<file path="src/design/ptdc_pkg.sv">
// shared types and constants for the paletted tile decode cache
// no dependencies
`timescale 1ns / 1ps

package ptdc_pkg;

    localparam logic [2:0] OP_TILE_WR  = 3'd0;
    localparam logic [2:0] OP_PAL_WR   = 3'd1;
    localparam logic [2:0] OP_FETCH4   = 3'd2;
    localparam logic [2:0] OP_FETCH8   = 3'd3;
    localparam logic [2:0] OP_FETCH4_D = 3'd4;
    localparam logic [2:0] OP_FETCH8_D = 3'd5;

    localparam int FETCH_ADDR_W = 17;
    localparam int PIX_W        = 6;
    localparam int SLOTS        = 16;

    typedef struct packed {
        logic latch;
        logic tile_write;
        logic pal_write;
        logic red_tile;
        logic addr_init;
        logic red_addr;
        logic entry_rd;
        logic entry_check;
        logic emit_empty;
        logic tile_rd;
        logic pal_rd;
        logic emit_pix;
        logic clear_step;
    } cmd_t;

    typedef struct packed {
        logic [2:0] op;
        logic       tile_ge;
        logic       addr_ge;
        logic       skip;
        logic       out_free;
        logic       pix_last;
        logic       clear_last;
    } sts_t;

endpackage

</file>
<file path="src/design/ptdc_ctrl.sv">
// controller state machine for the paletted tile decode cache
// depends on ptdc_pkg
`timescale 1ns / 1ps

module ptdc_ctrl
    import ptdc_pkg::*;
(
    input  logic clk,
    input  logic rst_n,
    input  logic in_valid,
    output logic in_stall,
    input  sts_t sts,
    output cmd_t cmd
);

    localparam logic [3:0] S_CLEAR = 4'd0;
    localparam logic [3:0] S_IDLE  = 4'd1;
    localparam logic [3:0] S_DISP  = 4'd2;
    localparam logic [3:0] S_RED_T = 4'd3;
    localparam logic [3:0] S_RED_A = 4'd4;
    localparam logic [3:0] S_CHK   = 4'd5;
    localparam logic [3:0] S_EMPTY = 4'd6;
    localparam logic [3:0] S_PIX_T = 4'd7;
    localparam logic [3:0] S_PIX_P = 4'd8;
    localparam logic [3:0] S_PIX_O = 4'd9;

    logic [3:0] state_reg, state_next;

    always_ff @(posedge clk or negedge rst_n)
    begin
        if (!rst_n)
        begin
            state_reg <= S_CLEAR;
        end
        else
        begin
            state_reg <= state_next;
        end
    end

    assign in_stall = (state_reg != S_IDLE);

    always_comb
    begin
        cmd = '0;
        state_next = state_reg;
        unique case (state_reg)
            S_CLEAR:
            begin
                cmd.clear_step = 1'b1;
                if (sts.clear_last)
                    state_next = S_IDLE;
            end
            S_IDLE:
            begin
                if (in_valid)
                begin
                    cmd.latch = 1'b1;
                    state_next = S_DISP;
                end
            end
            S_DISP:
            begin
                unique case (sts.op) inside
                    OP_TILE_WR:
                    begin
                        cmd.tile_write = 1'b1;
                        state_next = S_IDLE;
                    end
                    OP_PAL_WR:
                    begin
                        cmd.pal_write = 1'b1;
                        state_next = S_IDLE;
                    end
                    OP_FETCH4, OP_FETCH8, OP_FETCH4_D, OP_FETCH8_D:
                        state_next = S_RED_T;
                    default:
                        state_next = S_IDLE;
                endcase
            end
            S_RED_T:
            begin
                if (sts.tile_ge)
                    cmd.red_tile = 1'b1;
                else
                begin
                    cmd.addr_init = 1'b1;
                    state_next = S_RED_A;
                end
            end
            S_RED_A:
            begin
                if (sts.addr_ge)
                    cmd.red_addr = 1'b1;
                else
                begin
                    cmd.entry_rd = 1'b1;
                    state_next = S_CHK;
                end
            end
            S_CHK:
            begin
                cmd.entry_check = 1'b1;
                state_next = sts.skip ? S_EMPTY : S_PIX_T;
            end
            S_EMPTY:
            begin
                if (sts.out_free)
                begin
                    cmd.emit_empty = 1'b1;
                    state_next = S_IDLE;
                end
            end
            S_PIX_T:
            begin
                cmd.tile_rd = 1'b1;
                state_next = S_PIX_P;
            end
            S_PIX_P:
            begin
                cmd.pal_rd = 1'b1;
                state_next = S_PIX_O;
            end
            S_PIX_O:
            begin
                if (sts.out_free)
                begin
                    cmd.emit_pix = 1'b1;
                    state_next = sts.pix_last ? S_IDLE : S_PIX_T;
                end
            end
            default:
                state_next = S_IDLE;
        endcase
    end

endmodule

</file>
<file path="config.mk">
export PLATFORM = sky130hd
export DESIGN_NAME = ptdc_ctrl
export DESIGN_NICKNAME = d
export VERILOG_FILES = /design/src/design/ptdc_pkg.sv /design/src/design/ptdc_ctrl.sv
export SDC_FILE = /design/constraint.sdc
export NUM_CORES = 1
export LEC_CHECK = 0
export ABC_AREA = 1
export BUFFER_PORTS_ARGS = -buffer_cell sky130_fd_sc_hd__buf_2
export CORE_AREA = 2 2 39 41
export CTS_CLUSTER_SIZE = 25
export DETAILED_ROUTE_END_ITERATION = 6
export DIE_AREA = 0 0 41 43
export PLACE_DENSITY = 0.65
export SYNTH_ARGS = -nofsm -noshare
export SYNTH_HDL_FRONTEND = slang
export SYNTH_SLANG_ARGS = --single-unit
</file>
<file path="constraint.sdc">
create_clock -name clk -period 1.4 [get_ports clk]
set_input_delay 0.28 -clock clk [delete_from_list [all_inputs] [get_ports clk]]
set_output_delay 0.28 -clock clk [all_outputs]
set_load 0.02 [all_outputs]
</file>
After elaboration in Yosys (flattened, before gate mapping)
Cells that the tools add are included.
- register bits: 4
- input port bits: 12
- word-level logic and storage cells: 54
- equal/unequal tests: 21
- mux-type cells: 28
- reduce and logical (&&, ||, !) cells: 4
- operators with widths (operator ; count):
    4-bit one-hot mux with 10 select lines ; 1
    4-bit two-way mux ; 6
    4-bit by 3-bit equality test with 1-bit output, second input constant ; 4
    1-bit two-way mux ; 16
    2-bit inequality test, second input constant ; 6
    4-bit by 2-bit equality test with 1-bit output, second input constant ; 2
    4-bit equality test, second input constant ; 2
    2-bit two-way mux ; 4
    3-bit by 2-bit equality test with 1-bit output, second input constant ; 2
    3-bit equality test, second input constant ; 2
    6-bit AND reduction ; 1
    4-bit by 1-bit equality test with 1-bit output, second input constant ; 1
    4-bit zero test ; 1
    4-bit by 1-bit inequality test with 1-bit output, second input constant ; 1
    4-bit OR reduction ; 1
    3-bit by 1-bit equality test with 1-bit output, second input constant ; 1
    3-bit zero test ; 1
    3-bit two-way mux ; 1

Logic depth before layout (Yosys ltp)
Gate-level depths: netlist (run 1).
- word-level depth: 4
- mapped depth: 8

Least setup slack after synthesis (run 1)
Ideal clock, no wire load.
- path kind: reg2out
- from: register state_reg[2]
- to: output port cmd[10] (netlist bit)
- arrival time: 1.288 ns
- setup slack: -0.168 ns
- cell stages (with the launch flop): 4
- buffers on the path: 0
- path through: dfrtp_1 nor2_2 nand2_1 nor3b_1
- RTL lines (what ; RTL line ; source):
    from (decl) ; ptdc_ctrl.sv:27 ; logic [3:0] state_reg, state_next;
    from (signal assigned) ; ptdc_ctrl.sv:37 ; state_reg <= state_next;
    to (decl) ; ptdc_ctrl.sv:13 ; output cmd_t cmd

==> results of run 1 <==
## layout make-up
class	count	area [um2]
sequential	4	105
inverter	18	67.6
multi-input combinational	63	422
fill	119	438
tap	16	20.0
timing repair buffer	38	309
clock buffer	3	22.5
## through the flow
step | worst slack (ns) | total power, W
3_3_place_gp | 0.0157 | 0.00127
3_5_place_dp | -0.00102 | 0.00128
2_1_floorplan | -0.00741 | 0.000922
6_report | -0.188 | 0.00192
5_1_grt | -0.283 | 0.00207
4_1_cts | -0.169 | 0.00161
## path summary, 6_finish.rpt
path / start / to / depth (start not counted)
worst max-delay path: state_reg[2] / cmd[8] / 5
worst min-delay path: sts[2] / state_reg[3] / 2
worst max register to register: state_reg[3] / state_reg[0] / 9
worst min register to register: state_reg[0] / state_reg[0] / 2
max in group asynchronous: rst_n / state_reg[0] / 2
min in group asynchronous: rst_n / state_reg[3] / 2
## per-layer routing
| metal | vias to the layer above | track usage [%] | wire length (um) |
|---|---|---|---|
| met5 | - | 0 | 0 |
| met4 | 0 | 6.00 | 0 |
| met3 | 0 | 1.57 | 56 |
| met2 | 16 | 27.8 | 832 |
| met1 | 299 | 20.5 | 588 |
| li1 | 341 | - | - |
## cells by family (layout without fill, tap and decap cells)
logic type / count (synthesis) / count (layout) / synth area share, %
flip-flops: 4 / 4 / 21.8
AND/OR/NAND/NOR: 60 / 60 / 60.2
AO/OA/AOI/OAI: 3 / 3 / 3.27
buffers and inverters: 18 / 59 / 14.7
## worst max-delay path, cell delays in order, from the launching register on
cell	delay [ns]
dfrtp_2	0.43
nor2_4	0.18
inv_2	0.08
buf_6	0.12
nor3_4	0.13
buf_6	0.14
## layout by cell type, fill, tap and decap left out
master         count
nand3b_1           1
inv_1              9
nor2_4             9
buf_2             11
buf_4             13
buf_6             13
nand2_1           17
nand3_1            5
nor2_2             2
o21ai_0            2
dfrtp_2            4
inv_2              9
a21oi_1            1
nand2_2            7
nand2_4            3
dlygate4sd3_1      1
nand3_2            2
nor3b_2            1
clkbuf_4           3
nor2_1             9
nor3_2             2
nor3_4             2
## power by group through the flow
stage	Combinational [W]	Sequential [W]	Clock (W)
2_1_floorplan	0.000689	0.000233	0
3_3_place_gp	0.00104	0.000237	0
3_5_place_dp	0.00104	0.000242	0
4_1_cts	0.00121	0.000261	0.000143
5_1_grt	0.00163	0.000286	0.000151
6_report	0.00150	0.000281	0.000136
## what timing repair did
action,in CTS,in global routing
hold buffers,1,0
gates resized for setup,29,35
cloned,0,0
setup buffers,2,3
setup endpoints to repair,14,17
hold endpoints to repair,4,0
pin swaps,5,10
==> key figures, run 1 <==
Run status
  – Outcome: finished with violations
  – Failing checks: negative setup slack

Final layout
  – Layout Utilization: 68.4%
  – Antenna cells: 0
  – Max reg flops: 4
  – Area growth syn-to-layout: 106%
  – Share of cells above drive strength 1: around 64%
  – Fin cells: 142
  – Design area: 946 um2
  – Final-stage net count: 140

Power
  – Worst vdd ir: ~1.0 mV
  – Seq pwr share: 14.7%
  – Switching part of the total: 51.2%
  – Cell-internal power: 0.000936 W
  – Power density cells: between 2000 and 2500 mW/mm2
  – NetSw: 0.000980 W
  – Clk pwr share: 7.1%
  – Logic pwr share: around four fifths
  – Leak Pwr: about 0.53 nW

Critical path
  – Critical path launch point type: register
  – Reg2reg setup slack: 0.06 ns
  – Worst EP required: 1.12 ns
  – Setup crit end kind: primary output
  – Worst EP arrival: 1.31 ns
  – Max Fanout on Critical Path: 5
  – Critical path class: register to primary output

Global routing
  – Largest net degree at the start of global routing: 7
  – Grt total ovfl: 0
  – Initial antenna violation count: 0
  – First-pass GRT wire length: 2.08 mm
  – Tot GR Track Use: 16.5%
  – Vias in the first global route: 587

Die
  – Area of the core: about 0.0014 mm2
  – I/O Pins: 26
  – Die area: around 0.0018 mm2
  – Row count: 14
  – Initial Utilization: 33.2%
  – Die H: between 40 and 50 um
  – Die width: just over 40 um

Yosys
  – Ys async rst share: between 90% and 100%
  – YS warnings: 0
  – Sequential area share after synthesis: a little over a fifth
  – Post-synth EDFFs: 0
  – Synth top area share: 21.8%
  – Top cells by count, synth: nand2_1, inv_1, nor2_1, nand3_1
  – Post-synthesis net count: 97
  – Synthesized area per cell: 5.40 um2
  – Flops & latches, synth: 4
  – Cell Area, Synth: between 400 and 500 um2
  – Synth area leaders: dfrtp_1, nand2_1, inv_1
  – Count of different cell masters after synthesis: 15
  – Count leader, synth: nand2_1
  – Main synth FF type: dfrtp_1
  – Largest area contributor in the netlist: dfrtp_1
  – Post-Syn Instances: 85

Place
  – GP Congestion: between 0.8 and 0.9
  – Detailed Place HPWL: 1.05 mm
  – Dpl cells: 133
  – Post-place instance area: 689 um2
  – Port Buffers: 25

Clock tree
  – CTS Root Buffer Type: clkbuf_4
  – # clock sinks: 4
  – CTS Buf Count: 3
  – TritonCTS clock tree: yes
  – H-tree Lvls: 1
  – Worst skew pair latency: about 0.23 ns
  – Worst-case clock buffer depth: 2
  – Clk slew on worst S/H paths: 0.04 ns

STA
  – Worst Setup Slack, final: -0.188 ns
  – Measured slew at the worst slew-check pin: ~0.2 ns
  – Fmax achieved: ~0.63 GHz
  – Final min period: between 1.5 and 2 ns
  – Max_slew headroom: 86.4%
  – Worst-case clock skew: around 0.0011 ns
  – Setup violators final: 14
  – Slew Limit Fails: 0
  – Setup_tns: -1.75 ns
  – RSZ-0062 raised after global routing: true
  – Part of the cycle the worst path needs: 113%
  – Hold Vio Cnt, Final: 0
  – Final Hold Slack: ~0.25 ns

Drt
  – DR pass1 iterations: 4
  – Total wire length: 1.48 mm
  – Vias: 656
  – Wire per inst: 10.4 um
  – DRC Markers: 0
  – Routed Antenna Nets: 0
  – Vias per Instance: 4.62
  – Starting DRT DRC Count: 5

Hold path
  – Worst Hold Class: primary input to register

Job
  – Max cap viols: 0
Power figures use the tool's default switching activity.
==> run 2, diff against run 1 <==
Settings changed: CTS_BUF_LIST from default to sky130_fd_sc_hd__clkbuf_16.
Clock period 1.4 ns to 1.95 ns, I/O delays scaled along.
==> run 2 against run 1 <==
  * The flow now finishes without violations
  * Cell area down 26%
  * Die area unchanged
  * Register-to-register slack better by 0.55 ns
  * Core utilization down 18 points
  * Critical path depth down 1
  * Combinational power down 57%
  * Sequential power down 36%
  * Setup slack better by 0.30 ns
  * First-iteration DRC count rose to 4.0 times the previous value
  * Global-route usage down 0.47 points
  * Critical endpoint is now cmd[2]
  * Highest routed layer is now met4
==> key figures, run 2 (synthesis results as in run 1) <==
Critical path
  – Max Fanout on Critical Path: 6 (was 5)
  – R2R Path Start: state_reg[1] (was state_reg[3])
  – Critical path launch point type: register (unchanged)
  – Reg2reg end: state_reg[2] (was state_reg[0])
  – Reg2reg setup slack: 0.61 ns (was 0.06 ns)
  – Worst EP required: 1.56 ns (was 1.12 ns)
  – Worst EP arrival: 1.45 ns (was 1.31 ns)
  – Critical path class: register to primary output (unchanged)
  – Worst setup path startpoint: state_reg[1] (was state_reg[2])
  – Setup crit end kind: primary output (unchanged)
  – Setup crit end: cmd[2] (was cmd[8])
  – Reg2Reg Depth: 8 (was 9)

STA
  – Final min period: 1.84 ns
  – Measured slew at the worst slew-check pin: 0.275 ns (was 0.203 ns)
  – Fmax achieved: 0.544 GHz
  – Setup violators final: 0 (was 14)
  – Final Hold Slack: 0.390 ns (was 0.250 ns)
  – Slew Limit Fails: 0 (unchanged)
  – Setup_tns: 0 ns (was -1.75 ns)
  – Worst-case clock skew: 0.00108 ns (was 0.00111 ns)
  – Max_slew headroom: 81.6% (was 86.4%)
  – Hold Vio Cnt, Final: 0 (unchanged)
  – Part of the cycle the worst path needs: 94.3%

Clock tree
  – CTS Buf Count: 3 (unchanged)
  – Worst skew pair latency: 0.22 ns (was 0.23 ns)
  – H-tree Lvls: 1 (unchanged)
  – Clk slew on worst S/H paths: 0.03 ns (was 0.04 ns)
  – # clock sinks: 4 (unchanged)
  – Worst-case clock buffer depth: 2 (unchanged)
  – CTS Root Buffer Type: clkbuf_16 (was clkbuf_4)
  – TritonCTS clock tree: yes (unchanged)

Final layout
  – Area growth syn-to-layout: 52.3% (was 106%)
  – Final-stage net count: 128 (was 140)
  – Antenna cells: 0 (unchanged)
  – Design area: 699 um2 (was 946 um2)
  – Share of cells above drive strength 1: 33.3% (was 64.3%)
  – Max reg flops: 4 (unchanged)
  – Commonest non-fill, non-tap cell in the layout: buf_2 (was nand2_1)
  – Layout Utilization: 50.5% (was 68.4%)
  – Most frequent cells in the layout: buf_2, nand2_1, inv_1, nor2_1, nand3_1 (was nand2_1, buf_4, buf_6, buf_2)

Place
  – Port Buffers: 25 (unchanged)
  – Detailed Place HPWL: 955 um (was 1.05 mm)
  – Post-place instance area: 604 um2 (was 689 um2)
  – GP Congestion: 0.852 (was 0.840)

Die
  – Die area: 0.00176 mm2 (unchanged)
  – Die width: 41 um (unchanged)
  – Area of the core: 0.00138 mm2 (unchanged)
  – Die H: 43 um (unchanged)
  – I/O Pins: 26 (unchanged)
  – Initial Utilization: 33.2% (unchanged)
  – Row count: 14 (unchanged)

Drt
  – DRC Markers: 0 (unchanged)
  – Vias per Instance: 4.59 (was 4.62)
  – DR pass1 iterations: 4 (unchanged)
  – Vias: 597 (was 656)
  – Routed Antenna Nets: 0 (unchanged)
  – Wire per inst: 9.63 um (was 10.4 um)
  – Starting DRT DRC Count: 20 (was 5)
  – Total wire length: 1.25 mm (was 1.48 mm)

Job
  – Max cap viols: 0 (unchanged)

Global routing
  – Largest net degree at the start of global routing: 7 (unchanged)
  – Vias in the first global route: 489 (was 587)
  – Tot GR Track Use: 16.1% (was 16.5%)
  – Grt total ovfl: 0 (unchanged)
  – Initial antenna violation count: 0 (unchanged)
  – First-pass GRT wire length: 1.89 mm (was 2.08 mm)

Power
  – Worst vdd ir: 1.00 mV (about the same)
  – Power, Total: 0.00114 W (was 0.00192 W)
  – Leak Pwr: 0.467 nW (was 0.526 nW)
  – Power density cells: 1630 mW/mm2 (was 2020 mW/mm2)

Hold path
  – Worst Hold Class: primary input to register (unchanged)

Run status
  – Outcome: finished, final reports clean (was finished with violations)
## run 2: cell types whose count changed in the layout (fill, tap and decap cells not counted), sizes merged
| cell | delta |
|---|---|
| buf | -12 |
## run 2: final cells by class
class | count | area, um2
Timing Repair Buffer | 26 | 135
Tap cell | 16 | 20.0
Clock buffer | 3 | 75.1
Sequential cell | 4 | 100
Multi-Input combinational cell | 63 | 302
Fill cell | 156 | 684
Inverter | 18 | 67.6
## run 2: repair_timing
action | CTS | global route
hold endpoints to repair | 4 | 0
setup endpoints to repair | 0 | 1
buffers inserted | 0 | 0
hold buffers | 1 | 0
gates resized for setup | 0 | 2
## run 2: per-stage QoR
| stage | setup WS [ns] | std cells |
|---|---|---|
| 4_1_cts | 0.0991 | 130 |
| 2_1_floorplan | 0.272 | 85 |
| 3_3_place_gp | 0.387 | 126 |
| 5_1_grt | -0.0217 | 130 |
| 6_report | 0.111 | 130 |
| 3_5_place_dp | 0.344 | 126 |
## run 2: worst min path at each step
stage,startpoint,to,depth (start not counted)
after detailed placement,rst_n,state_reg[0],1
after CTS,sts[2],state_reg[3],2
after global routing,sts[2],state_reg[3],2
after global placement,rst_n,state_reg[3],1
after floorplan,rst_n,state_reg[0],0
final,sts[2],state_reg[3],2
## run 2: power by group
group	switching (W)	internal [W]
Combinational	0.000433	0.000208
Clock	0.0000585	0.000262
Sequential	0.0000575	0.000122
Total	0.000549	0.000591
## run 2: metal layers
metal / GRT usage (%) / part of all wire [%] / up-vias
met4: 12.0 / 4.0 / 0
met5: 0 / 0 / -
met2: 24.1 / 49 / 23
met3: 3.14 / 5.2 / 6
li1: - / - / 313
met1: 19.0 / 41 / 255
## run 2: critical path, stage by stage (launching register included)
cell     delay [ns]
dfrtp_1        0.44
nor2_1         0.22
inv_1          0.13
nor3_1         0.22
buf_2          0.22
